**src/hdl/rrle_pkg.sv**
```systemverilog
// shared types, constants and parse phases for the row run-length bitmap decoder
package rrle_pkg;

    // row and width limits
    localparam int MAX_ROW_BYTES = 8192;
    localparam int MAX_ROWS      = 4096;

    // field widths
    localparam int WIDTH_W  = 14;
    localparam int COL_W    = 13;
    localparam int ROW_W    = 12;
    localparam int CNT_W    = 16;
    localparam int BYTE_W   = 8;

    // width register reset value
    localparam logic [WIDTH_W-1:0] WIDTH_RESET = WIDTH_W'(80);
    localparam logic [WIDTH_W-1:0] WIDTH_MAX   = WIDTH_W'(MAX_ROW_BYTES);
    localparam logic [WIDTH_W-1:0] WIDTH_MIN   = WIDTH_W'(1);
    localparam logic [ROW_W-1:0]   ROW_LAST    = ROW_W'(MAX_ROWS - 1);

    // full-row fill value
    localparam logic [BYTE_W-1:0] FULL_ROW_VALUE = 8'hFF;

    // item kinds
    localparam logic FUNC_HEADER = 1'b0;
    localparam logic FUNC_DATA   = 1'b1;

    // configuration register index
    localparam logic REG_ROW_WIDTH = 1'b0;

    // run queue depth
    localparam int QUEUE_DEPTH = 2;
    localparam int QPTR_W      = $clog2(QUEUE_DEPTH);
    localparam int QCNT_W      = $clog2(QUEUE_DEPTH + 1);

    // parse phases
    typedef enum logic [2:0] {
        PH_IDLE,
        PH_HEAD,
        PH_LIT,
        PH_COUNT,
        PH_VALUE
    } phase_t;

    // coded input item
    typedef struct packed {
        logic              func;
        logic [CNT_W-1:0]  row_bytes;
        logic [BYTE_W-1:0] data_byte;
    } code_t;

    // decoded run
    typedef struct packed {
        logic [ROW_W-1:0]   row_index;
        logic [COL_W-1:0]   column;
        logic [BYTE_W-1:0]  pixel_value;
        logic [WIDTH_W-1:0] repeat_count;
    } run_t;

    // run request from front to back, count not yet clipped
    typedef struct packed {
        logic [ROW_W-1:0]   row_index;
        logic [WIDTH_W-1:0] column;
        logic [BYTE_W-1:0]  pixel_value;
        logic [WIDTH_W-1:0] raw_count;
    } run_req_t;

endpackage

```
**src/hdl/rrle_front.sv**
```systemverilog
// front end: parses coded bytes and issues run requests
module rrle_front (
    input  logic                          clk,
    input  logic                          rst_n,
    input  logic [rrle_pkg::WIDTH_W-1:0]  eff_width,
    input  logic                          code_valid,
    input  rrle_pkg::code_t               code,
    input  logic                          queue_full,
    output logic                          code_stall,
    output logic                          push,
    output rrle_pkg::run_req_t            push_data
);

    rrle_pkg::phase_t                 phase_reg, phase_next;
    logic [rrle_pkg::CNT_W-1:0]       left_reg, left_next;
    logic [rrle_pkg::WIDTH_W-1:0]     col_reg, col_next;
    logic [rrle_pkg::BYTE_W-1:0]      run_reg, run_next;
    logic [rrle_pkg::BYTE_W-1:0]      fill_reg, fill_next;
    logic [rrle_pkg::ROW_W-1:0]       row_reg, row_next;

    logic                             accept;
    logic                             is_header;
    logic                             active;
    logic [rrle_pkg::CNT_W-1:0]       left_dec;
    logic                             left_last;
    logic [rrle_pkg::BYTE_W-1:0]      b;
    logic [rrle_pkg::BYTE_W-1:0]      len;
    logic [rrle_pkg::BYTE_W-1:0]      run_dec;
    logic [rrle_pkg::WIDTH_W-1:0]     adv_n;
    logic [rrle_pkg::WIDTH_W:0]       adv_sum;
    logic [rrle_pkg::WIDTH_W-1:0]     col_adv;
    logic                             col_in;
    logic                             done_idle;
    logic [rrle_pkg::ROW_W-1:0]       row_inc;

    // transfer and stall
    assign code_stall = queue_full;
    assign accept     = code_valid && !code_stall;
    assign is_header  = (code.func == rrle_pkg::FUNC_HEADER);
    assign active     = (phase_reg != rrle_pkg::PH_IDLE) && (left_reg != '0);

    // shared datapath terms
    assign b         = code.data_byte;
    assign left_dec  = left_reg - rrle_pkg::CNT_W'(1);
    assign left_last = (left_dec == '0);
    assign len       = ({8'd0, b} < left_dec) ? b : left_dec[rrle_pkg::BYTE_W-1:0];
    assign run_dec   = run_reg - rrle_pkg::BYTE_W'(1);
    assign row_inc   = (row_reg >= rrle_pkg::ROW_LAST) ? '0 : row_reg + rrle_pkg::ROW_W'(1);

    // column advance, clipped to the row width
    always_comb
    begin
        case (phase_reg)
            rrle_pkg::PH_COUNT: adv_n = {6'd0, b};
            rrle_pkg::PH_VALUE: adv_n = {6'd0, fill_reg};
            default:            adv_n = rrle_pkg::WIDTH_W'(1);
        endcase
    end

    assign adv_sum   = {1'b0, col_reg} + {1'b0, adv_n};
    assign col_adv   = (adv_sum > {1'b0, eff_width}) ? eff_width
                                                     : adv_sum[rrle_pkg::WIDTH_W-1:0];
    assign col_in    = (col_reg < eff_width);
    assign done_idle = left_last || (col_adv >= eff_width);

    // next phase
    always_comb
    begin
        phase_next = phase_reg;
        if (accept)
        begin
            if (is_header)
            begin
                phase_next = (code.row_bytes == '0) ? rrle_pkg::PH_IDLE : rrle_pkg::PH_HEAD;
            end
            else if (!active)
            begin
                phase_next = rrle_pkg::PH_IDLE;
            end
            else
            begin
                unique case (phase_reg)
                    rrle_pkg::PH_HEAD:
                    begin
                        if (left_last)
                            phase_next = rrle_pkg::PH_IDLE;
                        else if (b != '0)
                            phase_next = rrle_pkg::PH_LIT;
                        else
                            phase_next = rrle_pkg::PH_COUNT;
                    end
                    rrle_pkg::PH_LIT:
                    begin
                        if (run_dec == '0)
                            phase_next = done_idle ? rrle_pkg::PH_IDLE : rrle_pkg::PH_HEAD;
                    end
                    rrle_pkg::PH_COUNT:
                    begin
                        phase_next = left_last ? rrle_pkg::PH_IDLE : rrle_pkg::PH_VALUE;
                    end
                    rrle_pkg::PH_VALUE:
                    begin
                        phase_next = done_idle ? rrle_pkg::PH_IDLE : rrle_pkg::PH_HEAD;
                    end
                    default:
                    begin
                        phase_next = rrle_pkg::PH_IDLE;
                    end
                endcase
            end
        end
    end

    // counters and run requests
    always_comb
    begin
        left_next = left_reg;
        col_next  = col_reg;
        run_next  = run_reg;
        fill_next = fill_reg;
        row_next  = row_reg;
        push      = 1'b0;
        push_data = '{row_index: row_reg, column: col_reg, pixel_value: b,
                      raw_count: rrle_pkg::WIDTH_W'(1)};
        if (accept)
        begin
            if (is_header)
            begin
                row_next  = row_inc;
                col_next  = '0;
                run_next  = '0;
                fill_next = '0;
                left_next = code.row_bytes;
                if (code.row_bytes == '0)
                begin
                    push      = 1'b1;
                    push_data = '{row_index: row_inc, column: '0,
                                  pixel_value: rrle_pkg::FULL_ROW_VALUE,
                                  raw_count: eff_width};
                end
            end
            else if (active)
            begin
                left_next = left_dec;
                unique case (phase_reg)
                    rrle_pkg::PH_HEAD:
                    begin
                        if (b != '0 && !left_last)
                            run_next = len;
                    end
                    rrle_pkg::PH_LIT:
                    begin
                        push     = col_in;
                        col_next = col_adv;
                        run_next = run_dec;
                    end
                    rrle_pkg::PH_COUNT:
                    begin
                        fill_next = b;
                        if (left_last)
                        begin
                            push      = (b != '0) && col_in;
                            push_data.pixel_value = '0;
                            push_data.raw_count   = {6'd0, b};
                            col_next  = col_adv;
                        end
                    end
                    rrle_pkg::PH_VALUE:
                    begin
                        push     = (fill_reg != '0) && col_in;
                        push_data.raw_count = {6'd0, fill_reg};
                        col_next = col_adv;
                    end
                    default:
                    begin
                        push = 1'b0;
                    end
                endcase
            end
        end
    end

    // parse state registers
    always_ff @(posedge clk or negedge rst_n)
    begin
        if (!rst_n)
        begin
            phase_reg <= rrle_pkg::PH_IDLE;
            left_reg  <= '0;
            col_reg   <= '0;
            run_reg   <= '0;
            fill_reg  <= '0;
            row_reg   <= '1;
        end
        else
        begin
            phase_reg <= phase_next;
            left_reg  <= left_next;
            col_reg   <= col_next;
            run_reg   <= run_next;
            fill_reg  <= fill_next;
            row_reg   <= row_next;
        end
    end

endmodule

```
**src/hdl/rrle_queue.sv**
```systemverilog
// short run request queue between front and back
module rrle_queue (
    input  logic                 clk,
    input  logic                 rst_n,
    input  logic                 push,
    input  rrle_pkg::run_req_t   push_data,
    input  logic                 pop,
    output rrle_pkg::run_req_t   head,
    output logic                 empty,
    output logic                 full
);

    rrle_pkg::run_req_t               entry_reg [rrle_pkg::QUEUE_DEPTH];
    logic [rrle_pkg::QPTR_W-1:0]      wr_ptr_reg, wr_ptr_next;
    logic [rrle_pkg::QPTR_W-1:0]      rd_ptr_reg, rd_ptr_next;
    logic [rrle_pkg::QCNT_W-1:0]      count_reg, count_next;

    assign empty = (count_reg == '0);
    assign full  = (count_reg == rrle_pkg::QCNT_W'(rrle_pkg::QUEUE_DEPTH));
    assign head  = entry_reg[rd_ptr_reg];

    // pointer and fill level update
    always_comb
    begin
        wr_ptr_next = wr_ptr_reg;
        rd_ptr_next = rd_ptr_reg;
        count_next  = count_reg;
        if (push)
            wr_ptr_next = (wr_ptr_reg == rrle_pkg::QPTR_W'(rrle_pkg::QUEUE_DEPTH - 1))
                          ? '0 : wr_ptr_reg + rrle_pkg::QPTR_W'(1);
        if (pop)
            rd_ptr_next = (rd_ptr_reg == rrle_pkg::QPTR_W'(rrle_pkg::QUEUE_DEPTH - 1))
                          ? '0 : rd_ptr_reg + rrle_pkg::QPTR_W'(1);
        if (push && !pop)
            count_next = count_reg + rrle_pkg::QCNT_W'(1);
        else if (pop && !push)
            count_next = count_reg - rrle_pkg::QCNT_W'(1);
    end

    // control registers
    always_ff @(posedge clk or negedge rst_n)
    begin
        if (!rst_n)
        begin
            wr_ptr_reg <= '0;
            rd_ptr_reg <= '0;
            count_reg  <= '0;
        end
        else
        begin
            wr_ptr_reg <= wr_ptr_next;
            rd_ptr_reg <= rd_ptr_next;
            count_reg  <= count_next;
        end
    end

    // entry storage
    always_ff @(posedge clk)
    begin
        if (push)
            entry_reg[wr_ptr_reg] <= push_data;
    end

    // no write into a full queue, no read from an empty one
    a_no_overflow: assert property (@(posedge clk) disable iff (!rst_n)
        full |-> !push)
        else $error("run queue written while full");

    a_no_underflow: assert property (@(posedge clk) disable iff (!rst_n)
        empty |-> !pop)
        else $error("run queue read while empty");

endmodule

```
**src/hdl/rrle_back.sv**
```systemverilog
// back end: clips run length to the row and drives the output register
module rrle_back (
    input  logic                          clk,
    input  logic                          rst_n,
    input  logic [rrle_pkg::WIDTH_W-1:0]  eff_width,
    input  rrle_pkg::run_req_t            head,
    input  logic                          empty,
    output logic                          pop,
    output logic                          run_valid,
    input  logic                          run_stall,
    output rrle_pkg::run_t                run
);

    logic                             out_valid_reg, out_valid_next;
    rrle_pkg::run_t                   out_reg;
    logic [rrle_pkg::WIDTH_W-1:0]     room;
    logic [rrle_pkg::WIDTH_W-1:0]     clip_count;

    // take the next request when the output register is free or draining
    assign pop = !empty && (!out_valid_reg || !run_stall);

    // clip the count to the room left in the row
    assign room       = eff_width - head.column;
    assign clip_count = (head.raw_count < room) ? head.raw_count : room;

    always_comb
    begin
        if (pop)
            out_valid_next = 1'b1;
        else if (run_stall)
            out_valid_next = out_valid_reg;
        else
            out_valid_next = 1'b0;
    end

    always_ff @(posedge clk or negedge rst_n)
    begin
        if (!rst_n)
            out_valid_reg <= 1'b0;
        else
            out_valid_reg <= out_valid_next;
    end

    // output payload
    always_ff @(posedge clk)
    begin
        if (pop)
        begin
            out_reg.row_index    <= head.row_index;
            out_reg.column       <= head.column[rrle_pkg::COL_W-1:0];
            out_reg.pixel_value  <= head.pixel_value;
            out_reg.repeat_count <= clip_count;
        end
    end

    assign run_valid = out_valid_reg;
    assign run       = out_reg;

    // every run is nonempty and stays inside the row
    a_count_nonzero: assert property (@(posedge clk) disable iff (!rst_n)
        out_valid_reg |-> (out_reg.repeat_count != '0))
        else $error("run with zero repeat count");

    a_inside_row: assert property (@(posedge clk) disable iff (!rst_n)
        out_valid_reg |-> (({1'b0, out_reg.column} + {1'b0, out_reg.repeat_count})
                           <= {1'b0, eff_width}))
        else $error("run extends past the row width");

endmodule

```
**src/hdl/row_rle_bitmap_decoder.sv**
```systemverilog
// top level of the row run-length bitmap decoder with its width register
// the code transfer writes the run queue, from which the output register loads the run
// throughput: one coded item per cycle while code_stall is low; the front parser updates
// its counters per item, and the two-entry run queue and output register absorb output stalls
// code_stall rises only when the run queue holds two runs
// reset: parser idle, row counter all ones, row width 80, no clearing pass
module row_rle_bitmap_decoder (
    input  logic                clk,
    input  logic                rst_n,
    input  logic                psel,
    input  logic                penable,
    input  logic                pwrite,
    input  logic [2:0]          paddr,
    input  logic [31:0]         pwdata,
    output logic [31:0]         prdata,
    output logic                pready,
    input  logic                code_valid,
    output logic                code_stall,
    input  rrle_pkg::code_t     code,
    output logic                run_valid,
    input  logic                run_stall,
    output rrle_pkg::run_t      run
);

    logic [rrle_pkg::WIDTH_W-1:0]   width_raw_reg, width_raw_next;
    logic [rrle_pkg::WIDTH_W-1:0]   eff_width_reg, eff_width_next;
    logic [rrle_pkg::WIDTH_W-1:0]   wr_width;
    logic                           cfg_write;
    logic                           push;
    rrle_pkg::run_req_t             push_data;
    logic                           pop;
    rrle_pkg::run_req_t             head;
    logic                           empty;
    logic                           full;

    // configuration port
    assign pready    = 1'b1;
    assign cfg_write = psel && penable && pwrite && pready
                       && (paddr[2] == rrle_pkg::REG_ROW_WIDTH);
    assign wr_width  = pwdata[rrle_pkg::WIDTH_W-1:0];
    assign prdata    = (paddr[2] == rrle_pkg::REG_ROW_WIDTH)
                       ? {{(32 - rrle_pkg::WIDTH_W){1'b0}}, width_raw_reg} : '0;

    // width register and its clamped working value
    always_comb
    begin
        width_raw_next = width_raw_reg;
        eff_width_next = eff_width_reg;
        if (cfg_write)
        begin
            width_raw_next = wr_width;
            if (wr_width < rrle_pkg::WIDTH_MIN)
                eff_width_next = rrle_pkg::WIDTH_MIN;
            else if (wr_width > rrle_pkg::WIDTH_MAX)
                eff_width_next = rrle_pkg::WIDTH_MAX;
            else
                eff_width_next = wr_width;
        end
    end

    always_ff @(posedge clk or negedge rst_n)
    begin
        if (!rst_n)
        begin
            width_raw_reg <= rrle_pkg::WIDTH_RESET;
            eff_width_reg <= rrle_pkg::WIDTH_RESET;
        end
        else
        begin
            width_raw_reg <= width_raw_next;
            eff_width_reg <= eff_width_next;
        end
    end

    // parser
    rrle_front u_front (
        .clk        (clk),
        .rst_n      (rst_n),
        .eff_width  (eff_width_reg),
        .code_valid (code_valid),
        .code       (code),
        .queue_full (full),
        .code_stall (code_stall),
        .push       (push),
        .push_data  (push_data)
    );

    // run queue
    rrle_queue u_queue (
        .clk       (clk),
        .rst_n     (rst_n),
        .push      (push),
        .push_data (push_data),
        .pop       (pop),
        .head      (head),
        .empty     (empty),
        .full      (full)
    );

    // run clipping and output
    rrle_back u_back (
        .clk       (clk),
        .rst_n     (rst_n),
        .eff_width (eff_width_reg),
        .head      (head),
        .empty     (empty),
        .pop       (pop),
        .run_valid (run_valid),
        .run_stall (run_stall),
        .run       (run)
    );

endmodule
```
**config.mk**
```make
export PLATFORM = sky130hd
export DESIGN_NAME = row_rle_bitmap_decoder
export DESIGN_NICKNAME = d
export VERILOG_FILES = /design/src/hdl/rrle_pkg.sv /design/src/hdl/rrle_front.sv /design/src/hdl/rrle_queue.sv /design/src/hdl/rrle_back.sv /design/src/hdl/row_rle_bitmap_decoder.sv
export SDC_FILE = /design/constraint.sdc
export NUM_CORES = 1
export LEC_CHECK = 0
export BUFFER_PORTS_ARGS = -buffer_cell sky130_fd_sc_hd__buf_2
export CORE_UTILIZATION = 60
export CTS_CLUSTER_SIZE = 12
export DETAILED_ROUTE_END_ITERATION = 10
export GPL_TIMING_DRIVEN = 1
export PLACE_DENSITY = 0.81
export SLEW_MARGIN = 5
export SYNTH_ARGS = -nofsm -noshare
export SYNTH_HDL_FRONTEND = slang
export SYNTH_HIERARCHICAL = 1
export SYNTH_SLANG_ARGS = --single-unit
```
**constraint.sdc**
```tcl
create_clock -name clk -period 9.1 [get_ports clk]
set_clock_uncertainty 0.1 [all_clocks]
set_input_delay 1.82 -clock clk [delete_from_list [all_inputs] [get_ports clk]]
set_output_delay 1.82 -clock clk [all_outputs]
set_load 0.03 [all_outputs]
```
# Yosys cells after proc, flatten, opt, wreduce, memory -nomap -nowiden
# Memory sizes are Yosys's and may differ from the RTL's.
# Cells that the tools add are included.
# word_totals
mem_count,1
ram_bits,96
output_inout_bits,82
inputBits,67
ff_bits,141
elab_cells,137
# op_classes
n_reduce_logical,36
eq_ne,13
bitwise_logic,2
order_cmp,8
mux,52
n_addsub,9
# memory_table
memory,depth,word_bits,read_ports,rd_ports_with_merged_regs,write_ports,line_no,rtl
u_queue.entry_reg,2,48,1,0,1,rrle_queue.sv:13,rrle_pkg::run_req_t entry_reg [rrle_pkg::QUEUE_DEPTH];
# op_table
cell,count
$mux W14,8
$mux W48,2
$mux W22,3
$mux W8,8
$pmux W14 S2,2
$logic_not A16 Y1,2
$mux W16,2
$pmux W8 S2,2
$lt A14 B14 Y1,2
$mux W26,1
$lt A8 B16 Y1,1
$reduce_bool A16 Y1,1
$reduce_bool A8 Y1,2
$sub A16 B1 Y16 const B,1
$add A14 B8 Y15,1
$gt A15 B14 Y1,1
$mux W3,5
$ge A14 B14 Y1,1
$gt A14 B14 Y1 const B,1
$lt A14 B1 Y1 const B,1
$mux W1,14
$sub A14 B14 Y14,1
$add A12 B1 Y12 const B,1
$ge A12 B12 Y1 const B,1
other kinds (28),56

# Depth between registers and ports, before layout
# Gate-level depths: netlist of the first run.
# logic_depth
word_depth,12
mapped_depth,30

# Modules after synthesis
# The synthesis of the first run kept the hierarchy.
# modules_own_cells
mod,instances,seq_area_each_um2,cells_per_inst,area_each_um2
rrle_front,1,1541.5,689,5710.5
rrle_queue,1,2982.9,165,3696.0
rrle_back,1,1436.4,198,2610.0
row_rle_bitmap_decoder,1,705.7,120,1407.6

# Least setup slack after synthesis of the first run
# OpenSTA, ideal clock, no wires.
# synth_path
path_kind,input port to flip-flop
start,input port code[0] (netlist bit)
end,register u_front.phase_reg[0]
path_buffers,1
t_arrival_ps,6864
path_slack_ps,2040
setup_ps,95
cell_stages,24
required_time_ps,8905
path_cell_list,o22a_1 -> ha_1 -> fa_1 -> a211oi_1 -> nor2_1 -> o311ai_0 -> a21oi_1 -> nand3_1 -> xnor2_1 -> ha_1 -> a21o_1 -> a21oi_1 -> o21ai_0 -> nand3_1 -> a31oi_1 -> a31oi_1 -> buf_2 -> mux2_2 -> ha_1 -> a21o_1 -> a2111oi_0 -> a31oi_1 -> o22a_1 -> o31ai_1
# synth_between
elab_chain_len,11
elab_cells_between_ends,14
cone_classes,add/sub (1); order compare (2); mux (9); reduce/logical (2)
# synth_rtl
item,line_no,rtl
from (decl),row_rle_bitmap_decoder.sv:19,"input rrle_pkg::code_t code,"
$pmux W8 S2,rrle_front.sv:53,case (phase_reg)
$add A14 B8 Y15,rrle_front.sv:60,"assign adv_sum = {1'b0, col_reg} + {1'b0, adv_n};"
$gt A15 B14 Y1,rrle_front.sv:61,"assign col_adv = (adv_sum > {1'b0, eff_width}) ? eff_width"
$mux W14,rrle_front.sv:61,
$ge A14 B14 Y1,rrle_front.sv:64,assign done_idle = left_last || (col_adv >= eff_width);
$logic_or A1 B1 Y1,rrle_front.sv:64,
$mux W1,"rrle_front.sv:95, rrle_front.sv:103",
$mux W3,rrle_front.sv:94,if (run_dec == '0)
$pmux W3 S4 (*),rrle_front.sv:82,unique case (phase_reg)
$mux W3 (*),rrle_front.sv:76,else if (!active)
$mux W3 (*),rrle_front.sv:72,if (is_header)
to (signal assigned),rrle_front.sv:188,phase_reg <= rrle_pkg::PH_IDLE;
to (signal assigned),rrle_front.sv:197,phase_reg <= phase_next;
to (decl),rrle_front.sv:14,"rrle_pkg::phase_t phase_reg, phase_next;"
# Mark *: on every way between the ends. The rest lies on a longest branch, timed or not. The select of a mux whose other input is x is not followed.
# A chain may end at the register's enable or synchronous reset.

# Final worst setup path of the first run
# Same ends and word-level chain as after synthesis.

==> flow_metrics.py, run 1 <==
metrics = {
    "run_status": {
        "outcome": "completed",
    },
    "cts": {
        "cts.path.max_buffers": 3,
        "clk_pin_slew_worst_paths_ns": 0.06,
        "clock_sinks": 237,
        "htree_levels": 1,
        "cts-root-buf": "clkbuf_16",
        "post-cts-setup-buffer-count": 0,
        "tritoncts": "done",
        "cts_resized": 0,
        "cts_hold_buf": 0,
        "cts_made_buffers": 26,
        "clkLatencyLatePin_ns": 0.52,
    },
    "detailed_routing": {
        "viasPerCell": 6.12,
        "wl_per_cell_um": 18.8,
        "first_iter_violations": 665,
        "drc": 0,
        "drt_wl_total_um": 29500,
        "drtPass1Iterations": 5,
        "vias": 9596,
        "ant_nets": 0,
    },
    "finish": {
        "fin_area_mm2": 0.0148,
        "layout_common_cells": "143 x edfxtp_1, 108 x buf_2, 89 x ha_1",
        "drive_gt1_share_pct": 21.0,
        "area_growth_pct": 10.6,
        "final_common_cell": "edfxtp_1",
        "multi_input_area_mm2": 0.00624,
        "layout.nets": 1427,
        "seq_area_mm2": 0.00667,
        "insertedDiodeCount": 0,
        "fill_cells": 1694,
        "largest_reg_flops": 96,
    },
    "pwr": {
        "powerDensity_mw_per_mm2": 298,
        "p_leak_nw": 6.37,
        "p_int_mw": 2.73,
        "combPwrFrac_pct": 41.7,
        "vdd_drop_max_mv": 0.229,
        "pwr-share-clk_pct": 21.6,
        "p_seq_share_pct": 36.7,
        "switching_power_mw": 1.69,
        "swShare_pct": 38.2,
    },
    "floorplanning": {
        "fp.dieW_um": 152,
        "die_area_mm2": 0.0230,
        "die_h_um": 152,
        "rows": 54,
        "pin_count": 149,
        "floorplan.initialDensity_pct": 61.3,
        "core_mm2": 0.0219,
    },
    "worst_setup_path": {
        "cp-end-kind": "flip-flop",
        "cp-start-kind": "input pin",
        "crit_buf_inv": 2,
        "path_max_fanout": 11,
        "crit_arrival_ns": 7.65,
        "cpLargestDelayFamily": "compound AO/OA/AOI/OAI gates",
        "critPathRequiredTime_ns": 9.44,
        "slowest_stage": "a2111oi_0",
        "max_stage_delay_ns": 0.72,
        "r2r_slack_ns": 1.96,
        "crit_type": "input pin to flip-flop",
        "path_cells": "buf_2, o22a_1, ha_1, fa_1, a211oi_1, nor2_1, o311ai_0, a21oi_1, nand3_1, xnor2_1, ha_1, a21o_1, a21oi_1, o21ai_0, nand3_1, a31oi_1, a31oi_1, buf_4, mux2_2, ha_1, a2111oi_0, a31oi_1, o22a_1, o31ai_1",
    },
    "global_routing": {
        "grt_max_degree": 63,
        "grtUsageTotal_pct": 26.3,
        "grt_pass1_wl_um": 47100,
        "grt_overflow_total": 0,
        "antenna_found_initial": 0,
        "grt_pass1_vias": 9283,
    },
    "timing": {
        "fin_ws_ns": 1.79,
        "fin_setup_tns_ns": 0,
        "rsz0062_at_grt": "no",
        "finalSetupViolations": 0,
        "hold_viol": 0,
        "slew_violations": 0,
        "fin_crit_ns": 7.31,
        "maxSlewHeadroom_pct": 34.1,
        "period_share_pct": 80.4,
        "clock.fmax_mhz": 137,
        "tightest_slew_ns": 0.985,
    },
    "synthesis": {
        "synthCells": 1172,
        "synth_edf_count": 143,
        "syn_area_mm2": 0.0134,
        "synth_flop_cell": "edfxtp_1",
        "synthXorXnorAreaFrac_pct": 3.06,
        "synth_top_area_share_pct": 32.0,
        "yosysWarnings": 6,
        "yosys.area_share.simple_pct": 11.6,
        "avgSynthCellArea_um2": 11.5,
        "synth_mux_area_share_pct": 8.59,
        "yosys-top-cells-area": "edfxtp_1 32%, dfrtp_1 15%, ha_1 8.3%",
        "synth_cell_types": 77,
        "synth_top_family_by_area": "compound AO/OA/AOI/OAI gates",
        "synthAdderAreaFrac_pct": 8.59,
        "synth_compound_area_share_pct": 13.9,
        "synth_top_cell_by_area": "edfxtp_1",
        "async_reset_ff_share_pct": 39.7,
        "ys_ff_latch": 237,
        "synth.yosys.seq_area_share_pct": 49.7,
    },
    "place": {
        "port_buffers": 109,
        "gp_congestion": 0.933,
        "dp_hpwl_um": 21200,
        "place_area_mm2": 0.0141,
        "place_ws_ns": 1.34,
    },
    "job": {
        "drv_cap": 0,
    },
    "min_path": {
        "hp-class": "flip-flop to flip-flop",
    },
}
## cell type report
cell class	count	area share, %
Sequential cell	237	44.9
Multi-Input combinational cell	832	42.0
Clock buffer	37	4.87
Timing Repair Buffer	116	4.05
Tap cell	280	2.36
Inverter	56	1.42
Clock inverter	10	0.354
## worst register-to-register path, cell delays in order (launching register included)
cell and delay [ns]:
dfrtp_1 0.48, inv_1 0.13, nor2_1 0.45, nand2_1 0.17
o22a_1 0.24, ha_1 0.23, fa_1 0.43, a211oi_1 0.26
nor2_1 0.11, o311ai_0 0.41, a21oi_1 0.24, nand3_1 0.16
xnor2_1 0.15, ha_1 0.28, a21o_1 0.18, a21oi_1 0.16
o21ai_0 0.11, nand3_1 0.09, a31oi_1 0.08, a31oi_1 0.34
buf_4 0.30, mux2_2 0.37, ha_1 0.29, a2111oi_0 0.72
a31oi_1 0.18, o22a_1 0.24, o31ai_1 0.18
## kinds of logic (layout without fill, tap and decap cells)
kind of cell	count (synthesis)	in the layout
buffers and inverters	120	219
multiplexers	102	102
adder cells (fa/ha/maj)	91	91
other	2	19
flip-flops	237	237
AND/OR/NAND/NOR	304	304
AO/OA/AOI/OAI	270	270
XOR/XNOR	46	46
## synth_stat cells (13+ instances only)
| library cell | n |
|---|---|
| edfxtp_1 | 143 |
| ha_1 | 89 |
| dfrtp_1 | 78 |
| nor2_1 | 77 |
| nand2_1 | 69 |
| mux2_2 | 66 |
| a21oi_1 | 61 |
| inv_1 | 56 |
| o21ai_0 | 51 |
| xnor2_1 | 29 |
| a22o_1 | 27 |
| buf_4 | 27 |
| clkbuf_1 | 26 |
| mux2i_1 | 26 |
| and2_1 | 23 |
| nor2b_1 | 22 |
| nand3_1 | 18 |
| a21o_1 | 17 |
| nor4_1 | 17 |
| dfstp_2 | 16 |
| xor2_1 | 16 |
| nand4_1 | 13 |
## worst paths after layout
check,start,to,cells past startpoint
hold / removal,u_queue/count_reg[1],u_queue/count_reg[1],1
min in group asynchronous,rst_n,width_raw_reg[11],1
max in group asynchronous,rst_n,u_front/left_reg[3],2
setup reg to reg,u_front/phase_reg[1],u_front/phase_reg[0],26
setup / recovery,code[0],u_front/phase_reg[0],24
hold reg to reg,u_queue/count_reg[1],u_queue/count_reg[1],1
## power by group through the flow
stage                     clock network [mW]  registers (mW)  logic [mW]
final                                  0.953            1.62        1.84
after global routing                    1.01            1.65        2.04
after CTS                              0.973            1.62        1.85
after detailed placement                   0            1.64        1.83
after global placement                     0            1.63        1.77
after floorplan                            0            1.75        1.30
## through the flow
stage | total power [mW] | std cells | hold WS, ns | util (%)
after global placement | 3.39 | 1521 | 0.356 | 64.3
final | 4.42 | 1568 | 0.384 | 67.8
after floorplan | 3.06 | 1189 | 0.343 | -
after CTS | 4.44 | 1568 | 0.384 | 67.8
after global routing | 4.71 | 1568 | 0.423 | 67.8
after detailed placement | 3.47 | 1521 | 0.372 | 64.3
## metal layers
layer | up-vias | part of all wire, % | global-route usage [%]
met5 | - | 0 | 0
met4 | 0 | 2.4 | 8.12
met3 | 55 | 7.4 | 4.31
met2 | 373 | 47 | 42.4
met1 | 4637 | 43 | 36.7
li1 | 4531 | - | -
Note: power is estimated with default switching activity, not from simulation.
==> run 2, diff against run 1 <==
==> constraint.sdc (replaced) <==
create_clock -name clk -period 7.63 [get_ports clk]
set_clock_uncertainty 0.1 [all_clocks]
set_input_delay 1.526 -clock clk [delete_from_list [all_inputs] [get_ports clk]]
set_output_delay 1.526 -clock clk [all_outputs]
set_load 0.03 [all_outputs]
==> flow_metrics.py, run 2 (synthesis results as in run 1) <==
metrics = {
    "detailed_routing": {
        "viasPerCell": 6.12,
        "ant_nets": 0,
        "drtPass1Iterations": 5,
        "first_iter_violations": 670,
        "drt_wl_total_um": 29700,
        "wl_per_cell_um": 18.9,
        "drc": 0,
        "vias": 9613,
    },
    "global_routing": {
        "antenna_found_initial": 1,
        "grt_overflow_total": 0,
        "grt_pass1_wl_um": 47500,
        "grt_pass1_vias": 9236,
        "grt_max_degree": 63,
        "grtUsageTotal_pct": 26.6,
    },
    "worst_setup_path": {
        "crit_arrival_ns": 7.32,
        "path_max_fanout": 12,
        "cp-end-kind": "flip-flop",
        "crit_type": "input pin to flip-flop",
        "cp-start-kind": "input pin",
        "critPathRequiredTime_ns": 7.96,
    },
    "run_status": {
        "outcome": "completed",
    },
    "floorplanning": {
        "rows": 54,
        "die_h_um": 152,
        "fp.dieW_um": 152,
        "pin_count": 149,
        "floorplan.initialDensity_pct": 61.3,
        "core_mm2": 0.0219,
        "die_area_mm2": 0.0230,
    },
    "place": {
        "place_area_mm2": 0.0141,
        "gp_congestion": 0.908,
        "dp_hpwl_um": 21400,
        "placed_cells": 1523,
        "port_buffers": 109,
    },
    "timing": {
        "hold_viol": 0,
        "rsz0062_at_grt": "no",
        "clock.fmax_mhz": 143,
        "tightest_slew_ns": 1.08,
        "period_share_pct": 91.5,
        "maxSlewHeadroom_pct": 28.1,
        "finalSetupViolations": 0,
        "fin_crit_ns": 6.98,
        "fin_setup_tns_ns": 0,
        "slew_violations": 0,
    },
    "cts": {
        "cts_made_buffers": 25,
        "post-cts-setup-buffer-count": 0,
        "cts-root-buf": "clkbuf_16",
        "clock_sinks": 237,
        "clk_pin_slew_worst_paths_ns": 0.06,
        "clkLatencyLatePin_ns": 0.53,
        "htree_levels": 1,
        "cts.path.max_buffers": 3,
        "tritoncts": "done",
        "cts_hold_buf": 0,
        "cts_resized": 0,
    },
    "pwr": {
        "power_mw": 5.25,
        "p_leak_nw": 6.37,
        "vdd_drop_max_mv": 0.192,
        "powerDensity_mw_per_mm2": 354,
    },
    "finish": {
        "fill_cells": 1647,
        "drive_gt1_share_pct": 20.9,
        "largest_reg_flops": 96,
        "fin_cells": 1570,
        "final_common_cell": "edfxtp_1",
        "layout_common_cells": "143 x edfxtp_1, 108 x buf_2, 89 x ha_1",
        "layout.nets": 1428,
        "fin_area_mm2": 0.0148,
        "area_growth_pct": 10.5,
    },
    "min_path": {
        "hp-class": "flip-flop to flip-flop",
    },
    "job": {
        "drv_cap": 0,
    },
}
==> run 2: cell types whose count changed in the layout (fill, tap and decap cells not counted), sizes merged <==
cell	before	now
buf	116	118
clkbuf	37	39
clkinv	8	6
clkinvlp	1	0
diode	0	1
==> run 2: path summary, 6_finish.rpt <==
kind,start,endpoint,slack (ns),cells past startpoint
worst max-delay path,code[0],u_front/phase_reg[0],0.65,25
max in group asynchronous,rst_n,u_front/left_reg[13],5.40,2
worst min register to register,width_raw_reg[13],width_raw_reg[13],0.38,1
worst max register to register,u_front/phase_reg[1],u_front/phase_reg[0],0.83,28
min in group asynchronous,rst_n,width_raw_reg[11],0.85,1
worst min-delay path,width_raw_reg[13],width_raw_reg[13],0.38,1
==> run 2: per-stage QoR <==
step | setup WS (ns) | utilization [%] | hold WS, ns
after floorplan | 0.864 | - | 0.343
after CTS | 0.754 | 67.7 | 0.381
after detailed placement | 0.263 | 64.3 | 0.360
after global placement | 0.374 | 64.3 | 0.355
after global routing | 0.504 | 67.7 | 0.400
final | 0.646 | 67.8 | 0.375
==> run 2: layout make-up <==
class	instances	area (um2)	share of cell area [%]
clock inverter	7	35.0	0.236
antenna	1	2.50	0.0169
multi-input combinational	832	6240	42.1
tap	280	350	2.36
sequential	237	6670	45.0
timing repair buffer	118	616	4.15
inverter	56	210	1.42
clock buffer	39	708	4.77
==> run 2: report_power, final <==
part	internal [mW]	switching, mW
Sequential	1.70	0.259
Combinational	0.907	1.28
Clock	0.635	0.475
Total	3.24	2.01
==> run 2: worst max-delay path, stage by stage <==
cell and delay (ns):
buf_2 0.15, o22a_1 0.19, ha_1 0.23, fa_1 0.43, a211oi_1 0.26, nor2_1 0.11, o311ai_0 0.40, a21oi_1 0.24
nand3_1 0.16, xnor2_1 0.15, ha_1 0.28, a21o_1 0.18, a21oi_1 0.14, o21ai_0 0.10, nand3_1 0.09, a31oi_1 0.09
a31oi_1 0.32, buf_4 0.31, mux2_2 0.38, ha_1 0.29, a2111oi_0 0.58, buf_4 0.22, a31oi_1 0.08, o22a_1 0.22
o31ai_1 0.19
==> run 2: routing by layer <==
metal	wire, um	vias up	global-route usage, %
li1	-	4540	-
met1	13100	4664	37.5
met2	14000	365	43.0
met3	2020	44	3.80
met4	599	0	7.33
met5	0	-	0
==> run 3, diff against run 2 <==
--- a/config.mk
+++ b/config.mk
@@ -5,6 +5,7 @@
 export SDC_FILE = /design/constraint.sdc
 export NUM_CORES = 1
 export LEC_CHECK = 0
+export ABC_AREA = 1
 export BUFFER_PORTS_ARGS = -buffer_cell sky130_fd_sc_hd__buf_2
 export CORE_UTILIZATION = 60
 export CTS_CLUSTER_SIZE = 12
==> flow_metrics.py, run 3 <==
metrics = {
    "run_status": {
        "outcome": "completed",
    },
    "synthesis": {
        "async_reset_ff_share_pct": 39.7,
        "yosysWarnings": 6,
        "yosys-top-cells-area": "edfxtp_1 30%, dfrtp_1 14%, nand2_1 11%",
        "synth_top_cell_by_area": "edfxtp_1",
        "synth_top_area_share_pct": 30.0,
        "synth_cell_types": 55,
        "syn_area_mm2": 0.0143,
        "synth.yosys.seq_area_share_pct": 46.5,
        "synthCells": 1650,
        "ys_ff_latch": 237,
        "synth_flop_cell": "edfxtp_1",
        "avgSynthCellArea_um2": 8.68,
        "synth.most_common_cell": "nand2_1",
        "synth_edf_count": 143,
        "synth_commonest_cells": "421 x nand2_1, 216 x inv_1, 143 x edfxtp_1",
    },
    "worst_setup_path": {
        "reg2reg_depth": 34,
        "cpMostUsedCell": "nand2_1",
        "critPathRequiredTime_ns": 7.94,
        "max_stage_delay_ns": 0.41,
        "r2r-start": "u_front/phase_reg[2]",
        "cp-startpoint": "code[0]",
        "path_max_fanout": 27,
        "slowest_stage": "fa_1",
        "crit_arrival_ns": 6.35,
        "cp-end-kind": "flip-flop",
        "crit_type": "input pin to flip-flop",
        "r2r_slack_ns": 1.67,
        "cp-start-kind": "input pin",
        "r2r-end": "u_front/phase_reg[0]",
        "endpoint": "u_front/phase_reg[0]",
    },
    "pwr": {
        "switching_power_mw": 2.36,
        "vdd_drop_max_mv": 0.248,
        "powerDensity_mw_per_mm2": 354,
        "p_seq_share_pct": 34.0,
        "p_leak_nw": 7.61,
        "pwr-share-clk_pct": 20.8,
        "p_int_mw": 3.23,
        "power_mw": 5.60,
        "combPwrFrac_pct": 45.2,
        "swShare_pct": 42.2,
    },
    "detailed_routing": {
        "ant_nets": 0,
        "vias": 11379,
        "viasPerCell": 5.44,
        "drt_wl_total_um": 32600,
        "drc": 0,
        "wl_per_cell_um": 15.6,
        "first_iter_violations": 783,
        "drtPass1Iterations": 5,
    },
    "global_routing": {
        "grtUsageTotal_pct": 27.5,
        "grt_pass1_vias": 10769,
        "antenna_found_initial": 0,
        "grt_max_degree": 56,
        "grt_pass1_wl_um": 52800,
        "grt_overflow_total": 0,
    },
    "finish": {
        "layout_common_cells": "421 x nand2_1, 215 x inv_1, 143 x edfxtp_1",
        "seq_area_mm2": 0.00667,
        "insertedDiodeCount": 0,
        "largest_reg_flops": 96,
        "multi_input_area_mm2": 0.00647,
        "fill_cells": 1930,
        "layout.nets": 1912,
        "final_common_cell": "nand2_1",
        "drive_gt1_share_pct": 15.9,
        "area_growth_pct": 10.3,
    },
    "cts": {
        "tritoncts": "done",
        "cts_hold_buf": 0,
        "clkLatencyLatePin_ns": 0.53,
        "clock_sinks": 237,
        "htree_levels": 1,
        "post-cts-setup-buffer-count": 0,
        "cts_resized": 0,
        "cts_made_buffers": 25,
        "cts.path.max_buffers": 3,
        "clk_pin_slew_worst_paths_ns": 0.06,
        "cts-root-buf": "clkbuf_16",
    },
    "floorplanning": {
        "die_area_mm2": 0.0245,
        "pin_count": 149,
        "core_mm2": 0.0235,
        "rows": 56,
        "fp.dieW_um": 156,
        "die_h_um": 156,
        "floorplan.initialDensity_pct": 61.0,
    },
    "timing": {
        "rsz0062_at_grt": "no",
        "slew_violations": 0,
        "period_share_pct": 79.1,
        "finalSetupViolations": 0,
        "tightest_slew_ns": 0.933,
        "hold_viol": 0,
        "fin_setup_tns_ns": 0,
        "maxSlewHeadroom_pct": 37.6,
        "fin_crit_ns": 6.04,
        "clock.fmax_mhz": 166,
    },
    "min_path": {
        "hp-class": "flip-flop to flip-flop",
        "holdPathStages": 2,
    },
    "place": {
        "gp_congestion": 0.958,
        "dp_hpwl_um": 24200,
        "port_buffers": 109,
    },
    "job": {
        "drv_cap": 0,
    },
}
==> run 3: changes by cell type after synthesis, moves of 27 or more <==
cell,delta
a22o_1,-27
o21ai_0,+38
nand2_1,+352
mux2_2,-28
nor2_1,+56
inv_1,+160
nand3_1,+61
==> run 3: worst min-delay path by stage <==
stage | startpoint | end | slack [ns]
floorplan | u_front/run_reg[1] | u_front/run_reg[1] | 0.35
global placement | width_raw_reg[0] | width_raw_reg[0] | 0.37
detailed placement | u_front/run_reg[1] | u_front/run_reg[1] | 0.38
CTS | width_raw_reg[4] | width_raw_reg[4] | 0.39
global route | u_front/row_reg[4] | u_front/row_reg[4] | 0.42
finish | width_raw_reg[4] | width_raw_reg[4] | 0.38
==> run 3: cell type report <==
| type | instances | area share (%) |
|---|---|---|
| Clock buffer | 37 | 4.31 |
| Multi-Input combinational cell | 1140 | 41.0 |
| Tap cell | 319 | 2.53 |
| Sequential cell | 237 | 42.2 |
| Clock inverter | 8 | 0.570 |
| Timing Repair Buffer | 116 | 3.80 |
| Inverter | 234 | 5.60 |
==> run 3: critical path, delay by kind of cell <==
kind	cells	cell delay (ns)
simple gates	13	1.61
compound gates	10	1.43
fa+ha+maj	4	1.26
buf+inv	3	0.31
xor+xnor	1	0.21
==> run 3: kinds of logic (layout without fill, tap and decap cells) <==
| family | count (synthesis) | after routing | share of synthesized area [%] |
|---|---|---|---|
| simple gates | 733 | 733 | 22.2 |
| flops | 237 | 237 | 46.5 |
| buf+inv | 290 | 395 | 8.85 |
| fa+ha+maj | 91 | 91 | 8.06 |
| mux | 48 | 48 | 4.04 |
| compound gates | 218 | 218 | 8.25 |
| xor+xnor | 31 | 31 | 2.00 |
| other cells | 2 | 19 | 0.0524 |
==> run 3: metrics by stage <==
stage	area, um2	utilization (%)	setup slack (ns)	hold slack (ns)	std cells
finish	15800	67.3	1.59	0.384	2091
floorplan	14400	-	2.11	0.353	1667
global placement	15000	64.0	1.33	0.373	2046
detailed placement	15000	64.0	1.12	0.382	2046
global route	15800	67.3	1.12	0.417	2091
CTS	15800	67.3	1.67	0.392	2091
==> run 3: power groups by stage <==
stage                     Clock, mW  Combinational, mW  Sequential [mW]
after floorplan                   0               1.73             2.10
after global placement            0               2.41             1.91
after detailed placement          0               2.50             1.92
after CTS                      1.18               2.52             1.90
after global routing           1.23               2.83             1.94
final                          1.16               2.53             1.90
==> run 3: per-layer routing <==
metal	global-route usage (%)	routed length, um
met5	0	0
met4	9.85	862
met1	35.7	14100
met3	4.21	2070
met2	46.6	15600
